===== src/hw/rtl/rgb_to_hsv_pixel_assert.svh =====
// ============================================================================
// RGB to HSV assertion macros
// Shared concurrent assertion forms for the RGB to HSV pixel converter.
// ============================================================================
`ifndef RGB_TO_HSV_PIXEL_ASSERT_SVH
`define RGB_TO_HSV_PIXEL_ASSERT_SVH

// The consequent must hold in the same cycle as the antecedent.
`define RGBHSV_ASSERT_SAME(label, clk, rst_n, ante, cons) \
    label: assert property (@(posedge clk) disable iff (!rst_n) (ante) |-> (cons)) \
        else $error("rgbhsv: same-cycle check failed");

// The consequent must hold in the cycle after the antecedent.
`define RGBHSV_ASSERT_NEXT(label, clk, rst_n, ante, cons) \
    label: assert property (@(posedge clk) disable iff (!rst_n) (ante) |=> (cons)) \
        else $error("rgbhsv: next-cycle check failed");

`endif


===== src/hw/rtl/rgbhsv_pkg.sv =====
// ============================================================================
// RGB to HSV package
// Types and fixed constants shared by the RGB to HSV converter modules.
// ============================================================================
package rgbhsv_pkg;

    // Width of the gray threshold register and its value after reset.
    localparam int unsigned CFG_BITS      = 16;
    localparam logic [15:0] CFG_THR_RESET = 16'd1;

    // Hue arithmetic in units of 1/64 degree.
    localparam int unsigned HUE_BITS      = 15;
    localparam int unsigned HUE_Q_BITS    = 12;   // 3840 fits in 12 bits
    localparam int unsigned HUE_SUB_SHIFT = 8;    // 3840 = 2^12 - 2^8
    localparam logic [14:0] HUE_SECTOR    = 15'd7680;
    localparam logic [14:0] HUE_SECTOR2   = 15'd15360;
    localparam logic [14:0] HUE_FULL_TURN = 15'd23040;

    // Dominant channel, which selects the hue sector.
    typedef enum logic [1:0] {
        SECT_RED,
        SECT_GREEN,
        SECT_BLUE
    } t_sector;

    // Control that travels with each item down the pipeline.
    typedef struct packed {
        logic    valid;
        logic    gray;
        t_sector sector;
        logic    neg;
    } t_ctl;

endpackage


===== src/hw/rtl/rgbhsv_front.sv =====
// ============================================================================
// RGB to HSV front end
// Two register stages: max/min and sector pick, then delta, gray test and
// the dividends for the saturation and hue divisions.
// ============================================================================
module rgbhsv_front #(
    parameter int unsigned COLOR_BITS = 16,
    parameter int unsigned STEPS      = 16
) (
    input  logic                                i_clk,
    input  logic                                i_rst_n,
    input  logic                                i_en,
    input  logic                                i_valid,
    input  logic [COLOR_BITS-1:0]               i_red,
    input  logic [COLOR_BITS-1:0]               i_green,
    input  logic [COLOR_BITS-1:0]               i_blue,
    input  logic [rgbhsv_pkg::CFG_BITS-1:0]     i_gray_thr,
    output rgbhsv_pkg::t_ctl                    o_ctl,
    output logic [COLOR_BITS-1:0]               o_max,
    output logic [COLOR_BITS-1:0]               o_delta,
    output logic [COLOR_BITS-1:0]               o_s_rem,
    output logic [STEPS-1:0]                    o_s_q,
    output logic [COLOR_BITS-1:0]               o_h_rem,
    output logic [STEPS-1:0]                    o_h_q
);

    localparam int unsigned DW = STEPS + COLOR_BITS;
    localparam int unsigned TW = (COLOR_BITS > rgbhsv_pkg::CFG_BITS) ?
                                 COLOR_BITS : rgbhsv_pkg::CFG_BITS;

    // Stage A: largest and smallest channel, sector and signed difference.
    logic [COLOR_BITS-1:0] w_max_rg, w_max, w_min_rg, w_min;
    logic [COLOR_BITS:0]   w_diff;
    logic [COLOR_BITS:0]   w_diff_neg;
    rgbhsv_pkg::t_sector   w_sector;

    assign w_max_rg   = (i_red > i_green) ? i_red : i_green;
    assign w_max      = (w_max_rg > i_blue) ? w_max_rg : i_blue;
    assign w_min_rg   = (i_red < i_green) ? i_red : i_green;
    assign w_min      = (w_min_rg < i_blue) ? w_min_rg : i_blue;

    // Ties go to red first, then to green.
    always_comb begin
        if (i_red >= w_max) begin
            w_sector = rgbhsv_pkg::SECT_RED;
            w_diff   = {1'b0, i_green} - {1'b0, i_blue};
        end else if (i_green >= w_max) begin
            w_sector = rgbhsv_pkg::SECT_GREEN;
            w_diff   = {1'b0, i_blue} - {1'b0, i_red};
        end else begin
            w_sector = rgbhsv_pkg::SECT_BLUE;
            w_diff   = {1'b0, i_red} - {1'b0, i_green};
        end
    end

    assign w_diff_neg = -w_diff;

    rgbhsv_pkg::t_ctl      r_a_ctl, n_a_ctl;
    logic [COLOR_BITS-1:0] r_a_max, r_a_min, r_a_abs;

    always_comb begin
        n_a_ctl        = '0;
        n_a_ctl.valid  = i_valid;
        n_a_ctl.sector = w_sector;
        n_a_ctl.neg    = w_diff[COLOR_BITS];
    end

    always_ff @(posedge i_clk) begin
        if (!i_rst_n) begin
            r_a_ctl <= '0;
        end else if (i_en) begin
            r_a_ctl <= n_a_ctl;
        end
    end

    always_ff @(posedge i_clk) begin
        if (i_en) begin
            r_a_max <= w_max;
            r_a_min <= w_min;
            r_a_abs <= w_diff[COLOR_BITS] ? w_diff_neg[COLOR_BITS-1:0]
                                          : w_diff[COLOR_BITS-1:0];
        end
    end

    // Stage B: delta, gray decision and the two dividends split into
    // starting remainder and the bits still to be shifted in.
    logic [COLOR_BITS-1:0] w_delta;
    logic [TW-1:0]         w_delta_ext, w_thr_ext;
    logic                  w_gray;
    logic [DW-1:0]         w_s_div, w_h_div;

    assign w_delta     = r_a_max - r_a_min;
    assign w_delta_ext = TW'(w_delta);
    assign w_thr_ext   = TW'(i_gray_thr);
    assign w_gray      = (w_delta == '0) || (w_delta_ext < w_thr_ext);

    // FULL * delta and 3840 * |diff| built from shifts.
    assign w_s_div = (DW'(w_delta) << COLOR_BITS) - DW'(w_delta);
    assign w_h_div = (DW'(r_a_abs) << rgbhsv_pkg::HUE_Q_BITS)
                   - (DW'(r_a_abs) << rgbhsv_pkg::HUE_SUB_SHIFT);

    rgbhsv_pkg::t_ctl r_b_ctl, n_b_ctl;

    always_comb begin
        n_b_ctl      = r_a_ctl;
        n_b_ctl.gray = w_gray;
    end

    always_ff @(posedge i_clk) begin
        if (!i_rst_n) begin
            r_b_ctl <= '0;
        end else if (i_en) begin
            r_b_ctl <= n_b_ctl;
        end
    end

    logic [COLOR_BITS-1:0] r_b_max, r_b_delta, r_b_s_rem, r_b_h_rem;
    logic [STEPS-1:0]      r_b_s_q, r_b_h_q;

    always_ff @(posedge i_clk) begin
        if (i_en) begin
            r_b_max   <= r_a_max;
            r_b_delta <= w_delta;
            r_b_s_rem <= w_s_div[DW-1:STEPS];
            r_b_s_q   <= w_s_div[STEPS-1:0];
            r_b_h_rem <= w_h_div[DW-1:STEPS];
            r_b_h_q   <= w_h_div[STEPS-1:0];
        end
    end

    assign o_ctl   = r_b_ctl;
    assign o_max   = r_b_max;
    assign o_delta = r_b_delta;
    assign o_s_rem = r_b_s_rem;
    assign o_s_q   = r_b_s_q;
    assign o_h_rem = r_b_h_rem;
    assign o_h_q   = r_b_h_q;

endmodule


===== src/hw/rtl/rgbhsv_cell.sv =====
// ============================================================================
// RGB to HSV divider cell
// One restoring division step for the saturation lane and one for the hue
// lane, registered, with the item's control and divisors passed along.
// ============================================================================
module rgbhsv_cell #(
    parameter int unsigned COLOR_BITS = 16,
    parameter int unsigned STEPS      = 16
) (
    input  logic                  i_clk,
    input  logic                  i_rst_n,
    input  logic                  i_en,
    input  rgbhsv_pkg::t_ctl      i_ctl,
    input  logic [COLOR_BITS-1:0] i_max,
    input  logic [COLOR_BITS-1:0] i_delta,
    input  logic [COLOR_BITS-1:0] i_s_rem,
    input  logic [STEPS-1:0]      i_s_q,
    input  logic [COLOR_BITS-1:0] i_h_rem,
    input  logic [STEPS-1:0]      i_h_q,
    output rgbhsv_pkg::t_ctl      o_ctl,
    output logic [COLOR_BITS-1:0] o_max,
    output logic [COLOR_BITS-1:0] o_delta,
    output logic [COLOR_BITS-1:0] o_s_rem,
    output logic [STEPS-1:0]      o_s_q,
    output logic [COLOR_BITS-1:0] o_h_rem,
    output logic [STEPS-1:0]      o_h_q
);

    // Saturation lane: divide by the largest channel.
    logic [COLOR_BITS:0]   w_s_trial, w_s_sub;
    logic                  w_s_ge;
    logic [COLOR_BITS-1:0] w_s_rem;

    assign w_s_trial = {i_s_rem, i_s_q[STEPS-1]};
    assign w_s_ge    = (w_s_trial >= {1'b0, i_max});
    assign w_s_sub   = w_s_trial - {1'b0, i_max};
    assign w_s_rem   = w_s_ge ? w_s_sub[COLOR_BITS-1:0] : w_s_trial[COLOR_BITS-1:0];

    // Hue lane: divide by delta.
    logic [COLOR_BITS:0]   w_h_trial, w_h_sub;
    logic                  w_h_ge;
    logic [COLOR_BITS-1:0] w_h_rem;

    assign w_h_trial = {i_h_rem, i_h_q[STEPS-1]};
    assign w_h_ge    = (w_h_trial >= {1'b0, i_delta});
    assign w_h_sub   = w_h_trial - {1'b0, i_delta};
    assign w_h_rem   = w_h_ge ? w_h_sub[COLOR_BITS-1:0] : w_h_trial[COLOR_BITS-1:0];

    // Control register.
    rgbhsv_pkg::t_ctl r_ctl;

    always_ff @(posedge i_clk) begin
        if (!i_rst_n) begin
            r_ctl <= '0;
        end else if (i_en) begin
            r_ctl <= i_ctl;
        end
    end

    // Payload registers; quotient bits enter at the bottom.
    logic [COLOR_BITS-1:0] r_max, r_delta, r_s_rem, r_h_rem;
    logic [STEPS-1:0]      r_s_q, r_h_q;

    always_ff @(posedge i_clk) begin
        if (i_en) begin
            r_max   <= i_max;
            r_delta <= i_delta;
            r_s_rem <= w_s_rem;
            r_s_q   <= {i_s_q[STEPS-2:0], w_s_ge};
            r_h_rem <= w_h_rem;
            r_h_q   <= {i_h_q[STEPS-2:0], w_h_ge};
        end
    end

    assign o_ctl   = r_ctl;
    assign o_max   = r_max;
    assign o_delta = r_delta;
    assign o_s_rem = r_s_rem;
    assign o_s_q   = r_s_q;
    assign o_h_rem = r_h_rem;
    assign o_h_q   = r_h_q;

endmodule


===== src/hw/rtl/rgb_to_hsv_pixel.sv =====
// ============================================================================
// RGB to HSV pixel converter
// Converts one RGB pixel per cycle, unless the output stalls, to hue,
// saturation and value through a front end and a chain of divider cells.
// ============================================================================
//
//  Channel | Handshake                  | Payload
//  --------+----------------------------+------------------------------------
//  pixel   | i_pix_valid / o_pix_stall  | i_red_level, i_green_level,
//          |                            | i_blue_level
//  hsv     | o_hsv_valid / i_hsv_stall  | o_hue_x64, o_saturation,
//          |                            | o_brightness, o_is_gray
//  config  | i_cfg_we                   | i_cfg_wdata (gray threshold)
//
// One pixel is accepted per cycle while the output is not stalled. The
// chain holds two front stages, one divider cell per quotient bit
// (STEPS = max(COLOR_BITS, 12) cells) and one output register.
// A stall on the output freezes the whole chain; an input skid register
// absorbs the one pixel that arrives in that cycle, so o_pix_stall is a
// register output. Reset is synchronous and resets only control state and the gray threshold.
// ============================================================================
`include "rgb_to_hsv_pixel_assert.svh"

module rgb_to_hsv_pixel #(
    parameter int unsigned COLOR_BITS = 16
) (
    input  logic                                    i_clk,
    input  logic                                    i_rst_n,
    input  logic                                    i_pix_valid,
    output logic                                    o_pix_stall,
    input  logic [COLOR_BITS-1:0]                   i_red_level,
    input  logic [COLOR_BITS-1:0]                   i_green_level,
    input  logic [COLOR_BITS-1:0]                   i_blue_level,
    output logic                                    o_hsv_valid,
    input  logic                                    i_hsv_stall,
    output logic [rgbhsv_pkg::HUE_BITS-1:0]         o_hue_x64,
    output logic [COLOR_BITS-1:0]                   o_saturation,
    output logic [COLOR_BITS-1:0]                   o_brightness,
    output logic                                    o_is_gray,
    input  logic                                    i_cfg_we,
    input  logic [rgbhsv_pkg::CFG_BITS-1:0]         i_cfg_wdata
);

    localparam int unsigned STEPS = (COLOR_BITS > rgbhsv_pkg::HUE_Q_BITS) ?
                                    COLOR_BITS : rgbhsv_pkg::HUE_Q_BITS;

    // Gray threshold register.
    logic [rgbhsv_pkg::CFG_BITS-1:0] r_gray_thr;

    always_ff @(posedge i_clk) begin
        if (!i_rst_n) begin
            r_gray_thr <= rgbhsv_pkg::CFG_THR_RESET;
        end else if (i_cfg_we) begin
            r_gray_thr <= i_cfg_wdata;
        end
    end

    // The chain advances whenever the output register is free or drained.
    logic w_en;
    logic r_out_valid;

    assign w_en = !r_out_valid || !i_hsv_stall;

    // Input skid register.
    logic                  r_skid_full;
    logic [COLOR_BITS-1:0] r_skid_red, r_skid_green, r_skid_blue;
    logic                  w_in_acc;

    assign w_in_acc    = i_pix_valid && !r_skid_full;
    assign o_pix_stall = r_skid_full;

    always_ff @(posedge i_clk) begin
        if (!i_rst_n) begin
            r_skid_full <= 1'b0;
        end else if (w_en) begin
            r_skid_full <= 1'b0;
        end else if (w_in_acc) begin
            r_skid_full <= 1'b1;
        end
    end

    always_ff @(posedge i_clk) begin
        if (w_in_acc && !w_en) begin
            r_skid_red   <= i_red_level;
            r_skid_green <= i_green_level;
            r_skid_blue  <= i_blue_level;
        end
    end

    // The chain takes the skid item first, otherwise the port item.
    logic                  w_src_valid;
    logic [COLOR_BITS-1:0] w_src_red, w_src_green, w_src_blue;

    assign w_src_valid = r_skid_full || i_pix_valid;
    assign w_src_red   = r_skid_full ? r_skid_red   : i_red_level;
    assign w_src_green = r_skid_full ? r_skid_green : i_green_level;
    assign w_src_blue  = r_skid_full ? r_skid_blue  : i_blue_level;

    // Links between the front end and the cells.
    rgbhsv_pkg::t_ctl      w_ctl   [0:STEPS];
    logic [COLOR_BITS-1:0] w_max   [0:STEPS];
    logic [COLOR_BITS-1:0] w_delta [0:STEPS];
    logic [COLOR_BITS-1:0] w_s_rem [0:STEPS];
    logic [STEPS-1:0]      w_s_q   [0:STEPS];
    logic [COLOR_BITS-1:0] w_h_rem [0:STEPS];
    logic [STEPS-1:0]      w_h_q   [0:STEPS];

    rgbhsv_front #(
        .COLOR_BITS (COLOR_BITS),
        .STEPS      (STEPS)
    ) u_front (
        .i_clk      (i_clk),
        .i_rst_n    (i_rst_n),
        .i_en       (w_en),
        .i_valid    (w_src_valid),
        .i_red      (w_src_red),
        .i_green    (w_src_green),
        .i_blue     (w_src_blue),
        .i_gray_thr (r_gray_thr),
        .o_ctl      (w_ctl[0]),
        .o_max      (w_max[0]),
        .o_delta    (w_delta[0]),
        .o_s_rem    (w_s_rem[0]),
        .o_s_q      (w_s_q[0]),
        .o_h_rem    (w_h_rem[0]),
        .o_h_q      (w_h_q[0])
    );

    // One divider cell per quotient bit.
    for (genvar g = 0; g < STEPS; g++) begin : g_cell
        rgbhsv_cell #(
            .COLOR_BITS (COLOR_BITS),
            .STEPS      (STEPS)
        ) u_cell (
            .i_clk   (i_clk),
            .i_rst_n (i_rst_n),
            .i_en    (w_en),
            .i_ctl   (w_ctl[g]),
            .i_max   (w_max[g]),
            .i_delta (w_delta[g]),
            .i_s_rem (w_s_rem[g]),
            .i_s_q   (w_s_q[g]),
            .i_h_rem (w_h_rem[g]),
            .i_h_q   (w_h_q[g]),
            .o_ctl   (w_ctl[g+1]),
            .o_max   (w_max[g+1]),
            .o_delta (w_delta[g+1]),
            .o_s_rem (w_s_rem[g+1]),
            .o_s_q   (w_s_q[g+1]),
            .o_h_rem (w_h_rem[g+1]),
            .o_h_q   (w_h_q[g+1])
        );
    end

    // Hue assembly: sector base plus or minus the quotient, wrapped once.
    rgbhsv_pkg::t_ctl                w_last;
    logic [rgbhsv_pkg::HUE_BITS-1:0] w_base, w_q, w_hue;

    assign w_last = w_ctl[STEPS];
    assign w_q    = rgbhsv_pkg::HUE_BITS'(w_h_q[STEPS][rgbhsv_pkg::HUE_Q_BITS-1:0]);

    always_comb begin
        unique case (w_last.sector)
            rgbhsv_pkg::SECT_RED:   w_base = '0;
            rgbhsv_pkg::SECT_GREEN: w_base = rgbhsv_pkg::HUE_SECTOR;
            default:                w_base = rgbhsv_pkg::HUE_SECTOR2;
        endcase
    end

    always_comb begin
        if (w_last.gray) begin
            w_hue = '0;
        end else if (!w_last.neg) begin
            w_hue = w_base + w_q;
        end else if (w_base == '0 && w_q != '0) begin
            w_hue = rgbhsv_pkg::HUE_FULL_TURN - w_q;
        end else begin
            w_hue = w_base - w_q;
        end
    end

    // Output register.
    logic [rgbhsv_pkg::HUE_BITS-1:0] r_hue;
    logic [COLOR_BITS-1:0]           r_sat, r_bright;
    logic                            r_gray;

    always_ff @(posedge i_clk) begin
        if (!i_rst_n) begin
            r_out_valid <= 1'b0;
        end else if (w_en) begin
            r_out_valid <= w_last.valid;
        end
    end

    always_ff @(posedge i_clk) begin
        if (w_en) begin
            r_hue    <= w_hue;
            r_sat    <= w_last.gray ? '0 : w_s_q[STEPS][COLOR_BITS-1:0];
            r_bright <= w_max[STEPS];
            r_gray   <= w_last.gray;
        end
    end

    assign o_hsv_valid  = r_out_valid;
    assign o_hue_x64    = r_hue;
    assign o_saturation = r_sat;
    assign o_brightness = r_bright;
    assign o_is_gray    = r_gray;

    // A gray pixel carries neither hue nor saturation.
    `RGBHSV_ASSERT_SAME(a_gray_zero, i_clk, i_rst_n, r_out_valid && r_gray, r_hue == '0 && r_sat == '0)

    // A colored pixel has a hue inside one turn.
    `RGBHSV_ASSERT_SAME(a_hue_range, i_clk, i_rst_n, r_out_valid && !r_gray, r_hue < rgbhsv_pkg::HUE_FULL_TURN)

    // A colored pixel has nonzero saturation and brightness.
    `RGBHSV_ASSERT_SAME(a_sat_nonzero, i_clk, i_rst_n, r_out_valid && !r_gray, r_sat != '0 && r_bright != '0)

    // A held skid item stays held while the chain is frozen.
    `RGBHSV_ASSERT_NEXT(a_skid_hold, i_clk, i_rst_n, r_skid_full && !w_en, r_skid_full)

endmodule


===== config.mk =====
export PLATFORM = sky130hd
export DESIGN_NAME = rgb_to_hsv_pixel
export DESIGN_NICKNAME = d
export VERILOG_FILES = /design/src/hw/rtl/rgbhsv_pkg.sv /design/src/hw/rtl/rgbhsv_front.sv /design/src/hw/rtl/rgbhsv_cell.sv /design/src/hw/rtl/rgb_to_hsv_pixel.sv
export VERILOG_INCLUDE_DIRS = /design/src /design/src/hw/rtl
export SDC_FILE = /design/constraint.sdc
export NUM_CORES = 2
export LEC_CHECK = 0
export ABC_CLOCK_PERIOD_IN_PS = 93100
export BUFFER_PORTS_ARGS = -buffer_cell sky130_fd_sc_hd__buf_2
export CORE_MARGIN = 1.5
export CORE_UTILIZATION = 48
export DETAILED_ROUTE_END_ITERATION = 8
export HOLD_SLACK_MARGIN = 0.02
export MAX_ROUTING_LAYER = met4
export PLACE_DENSITY_LB_ADDON = 0.08
export SLEW_MARGIN = 25
export SYNTH_ARGS = -nofsm -noshare
export SYNTH_HDL_FRONTEND = slang
export SYNTH_SLANG_ARGS = --single-unit

===== constraint.sdc =====
create_clock -name i_clk -period 93.1 [get_ports i_clk]
set_clock_uncertainty 0.15 [all_clocks]
set_input_delay 9.31 -clock i_clk [delete_from_list [all_inputs] [get_ports i_clk]]
set_output_delay 9.31 -clock i_clk [all_outputs]
set_load 0.02 [all_outputs]

==> metrics.md <==
| Metric | Value |
|---|---|
| Rows | `155` |
| Avg Inst Size Synth | `between 10 and 15 um2` |
| CTS Buffer Depth | `3` |
| Critical Path Start | `i_green_level[10]` |
| Cts bufs inserted | `181` |
| CTS tree | `done` |
| Overall Global Routing Usage | `between 20% and 30%` |
| CTS clk-pin slew, worst paths | `0.06 ns` |
| Most used cell, CP | `ha_1` |
| Drc violations | `0` |
| Die ar. | `approximately 0.18 mm2` |
| Power per cell area | `41.78 mW/mm2` |
| Syn Std Cell Area | `about 0.087 mm2` |
| Max_cap viols | `0` |
| Arr. time, crit path | `17.92 ns` |
| Final Hold Viols | `0` |
| Root buffer cell | `clkbuf_16` |
| F_max | `about 57 MHz` |
| Via/cell ratio | `5.331` |
| RR Startpoint | `o_pix_stall` |
| Peak supply drop | `0.00002074 V` |
| Setup ws final | `75.60 ns` |
| Yosys cell types | `82` |
| Status | `finished, final reports clean` |
| Number of hold buffers added after CTS | `0` |
| Area share of the leading cell type in the synthesized netlist | `53.60%` |
| DP Cell Count | `a little under 10,000` |
| First-pass GRT wire length | `a little under 300,000 um` |
| Pleak | `about 40 nW` |
| Hold wc startpoint | `g_cell[8].u_cell.o_s_q[11]` |
| Ports | `119` |
| Crit path launch type | `primary input` |
| Final period utilization | `a little under a fifth` |
| EDFF count, synth | `approximately 1,600` |
| Post-CTS setup buffer count | `0` |
| Port Buffers | `118` |
| Worst setup EP type | `register` |
| Synthesized net count | `8,329` |
| Synth top area cells | `edfxtp_1 54%, ha_1 9.7%, inv_1 3.9%` |
| Avg WL per Cell | `18.19 um` |
| Synth-to-Final Area Change | `10.84%` |
| Setup violators final | `0` |
| Pre-CTS WS | `74.57 ns` |
| Hold WC Path Type | `register to register` |
| Fin cells | `10,280` |
| Vias | `54,820` |
| Yosys Warn Count | `0` |
| RSZ-0062 raised after global routing | `no` |
| Drt initial violations | `2,952` |
| Finished Cell Area | `0.09631 mm2` |
| PostCTS Resize Cnt | `0` |
| Initial Utilization | `48.49%` |
| Fin nets | `8,558` |
| Placed cell area | `0.09041 mm2` |
| Pin count of the biggest net entering global routing | `108` |
| Cells after Synth | `7,550` |
| Critical Path RT | `approximately 94 ns` |
| Total core area | `0.1792 mm2` |
| R2R depth | `35` |
| GRT Residual Overflow | `0` |
| Worst-margin pin slew | `between 1 and 1.5 ns` |
| Routed wire length | `about 190,000 um` |
| Dpl hpwl | `141,500 um` |
| Tmin final | `17.50 ns` |
| DR pass1 iterations | `6` |
| Synth area leader | `edfxtp_1` |
| Die height | `428.5 um` |
| Gpl congestion | `0.8915` |
| Final Util | `53.74%` |
| Overall Power | `4.024 mW` |
| Flops & latches, synth | `1,658` |
| Setup TNS | `0 ns` |
| TritonCTS Sinks | `1,658` |
| Layout cells sized above 1 | `8.844%` |
| Critical Path Max Stage Delay | `0.73 ns` |
| Number of global-route vias before repair | `54,180` |
| Hold Path Depth | `0` |
| Max Transition Viols Final | `0` |
| Critical-path top delay cell | `a2111oi_0` |
| Setup CP Type | `primary input to register` |
| Most used DFF post-synth | `edfxtp_1` |
| H-tree levels | `4` |
| Antenna violations before repair | `6` |
| Post-synthesis sequential area ratio | `56.07%` |
| Clk Latency, worst-skew pair | `0.83 ns` |
| Asr flop ratio synth | `0%` |
| CP max FO | `32` |
| DIE WIDTH | `428.5 um` |
| Routed Antenna Nets | `0` |
| Max_slew headroom | `between 20% and 30%` |
| Fin Hold WS | `0.2591 ns` |
-- logic make-up after synthesis --
group / after synthesis / share of synthesized area (%)
compound gates: 1580 / 11.48
xor+xnor: 356 / 3.588
fa+ha+maj: 710 / 10.53
buf+inv: 1044 / 4.559
flops: 1658 / 56.07
mux: 268 / 3.367
simple gates: 1934 / 10.41
-- placed cells by master, fill, tap and decap left out, drive strengths merged, types with 135 or more instances in the layout --
cell type,Yosys,final
edfxtp,1551,1551
inv,913,920
ha,675,675
nand2,647,647
a21oi,500,500
nor2,496,496
o21ai,350,350
xnor2,233,233
clkbuf,111,219
a21boi,206,206
mux2,184,184
buf,20,177
nand4,159,159
nor2b,145,145
nor3,135,135
-- metal layers --
metal	vias up	wire length (um)	track usage, %	share of wire, %
met4	0	5718	6.773	3.1
met3	337	5192	2.589	2.8
met2	712	95150	36.60	51
met5	-	0	-	0
li1	27740	-	-	-
met1	26040	80980	24.51	43
-- synth_stat cells (33+ instances only) --
cell type  instances
edfxtp_1        1551
inv_1            912
ha_1             675
nand2_1          647
a21oi_1          499
nor2_1           496
o21ai_0          342
xnor2_1          233
a21boi_0         201
mux2_2           184
nand4_1          159
nor2b_1          145
nor3_1           134
xor2_1           123
clkbuf_1         111
o21a_1           108
dfxtp_1          107
a21o_1            97
nand3_1           95
mux2i_1           83
o31ai_1           66
nand2b_1          57
or2_2             39
or3_1             37
fa_1              35
o211ai_1          34
a31oi_1           33
nor4_1            33
-- flip-flops by register name (all words and copies together) (netlist names), 80 cells and up --
register,count
g_cell.u_cell.o_ctl,80
g_cell.u_cell.o_delta,226
g_cell.u_cell.o_max,256
g_cell.u_cell.o_s_rem,240
g_cell.u_cell.o_h_rem,240
g_cell.u_cell.o_h_q,106
g_cell.u_cell.o_s_q,255
-- critical path: cells and delay by family --
family | cells | cell delay, ns
AOI/OAI and AO/OA | 15 | 4.33
buffers and inverters | 6 | 1.25
adders and majority gates | 4 | 1.23
muxes | 2 | 0.92
and+or+nand+nor | 7 | 0.73
xor gates and xnor gates | 1 | 0.08
-- cell type report --
| type | instances | area (um2) |
|---|---|---|
| multi-input cells | 4848 | 34280 |
| fillers | 15420 | 82890 |
| well taps | 2355 | 2947 |
| flip-flops and latches | 1658 | 48720 |
| repair buffers | 177 | 1067 |
| diodes | 2 | 5.005 |
| clock buffers | 219 | 4747 |
| inverters | 913 | 3435 |
| clock inverters | 111 | 1107 |
-- worst paths after layout --
path	endpoint	slack (ns)
max	u_front.r_a_abs[14]	75.60
min reg2reg	g_cell[9].u_cell.o_s_q[12]	0.26
max reg2reg	u_front.r_a_abs[14]	82.79
min	g_cell[9].u_cell.o_s_q[12]	0.26
-- power breakdown --
part           internal, mW  switching, mW  leakage [nW]  total [mW]
sequential             1.29          0.182          17.0        1.48
clock                 0.402          0.297          2.85       0.699
combinational         0.804           1.05          20.1        1.85
(Power assumes the default switching activity.)
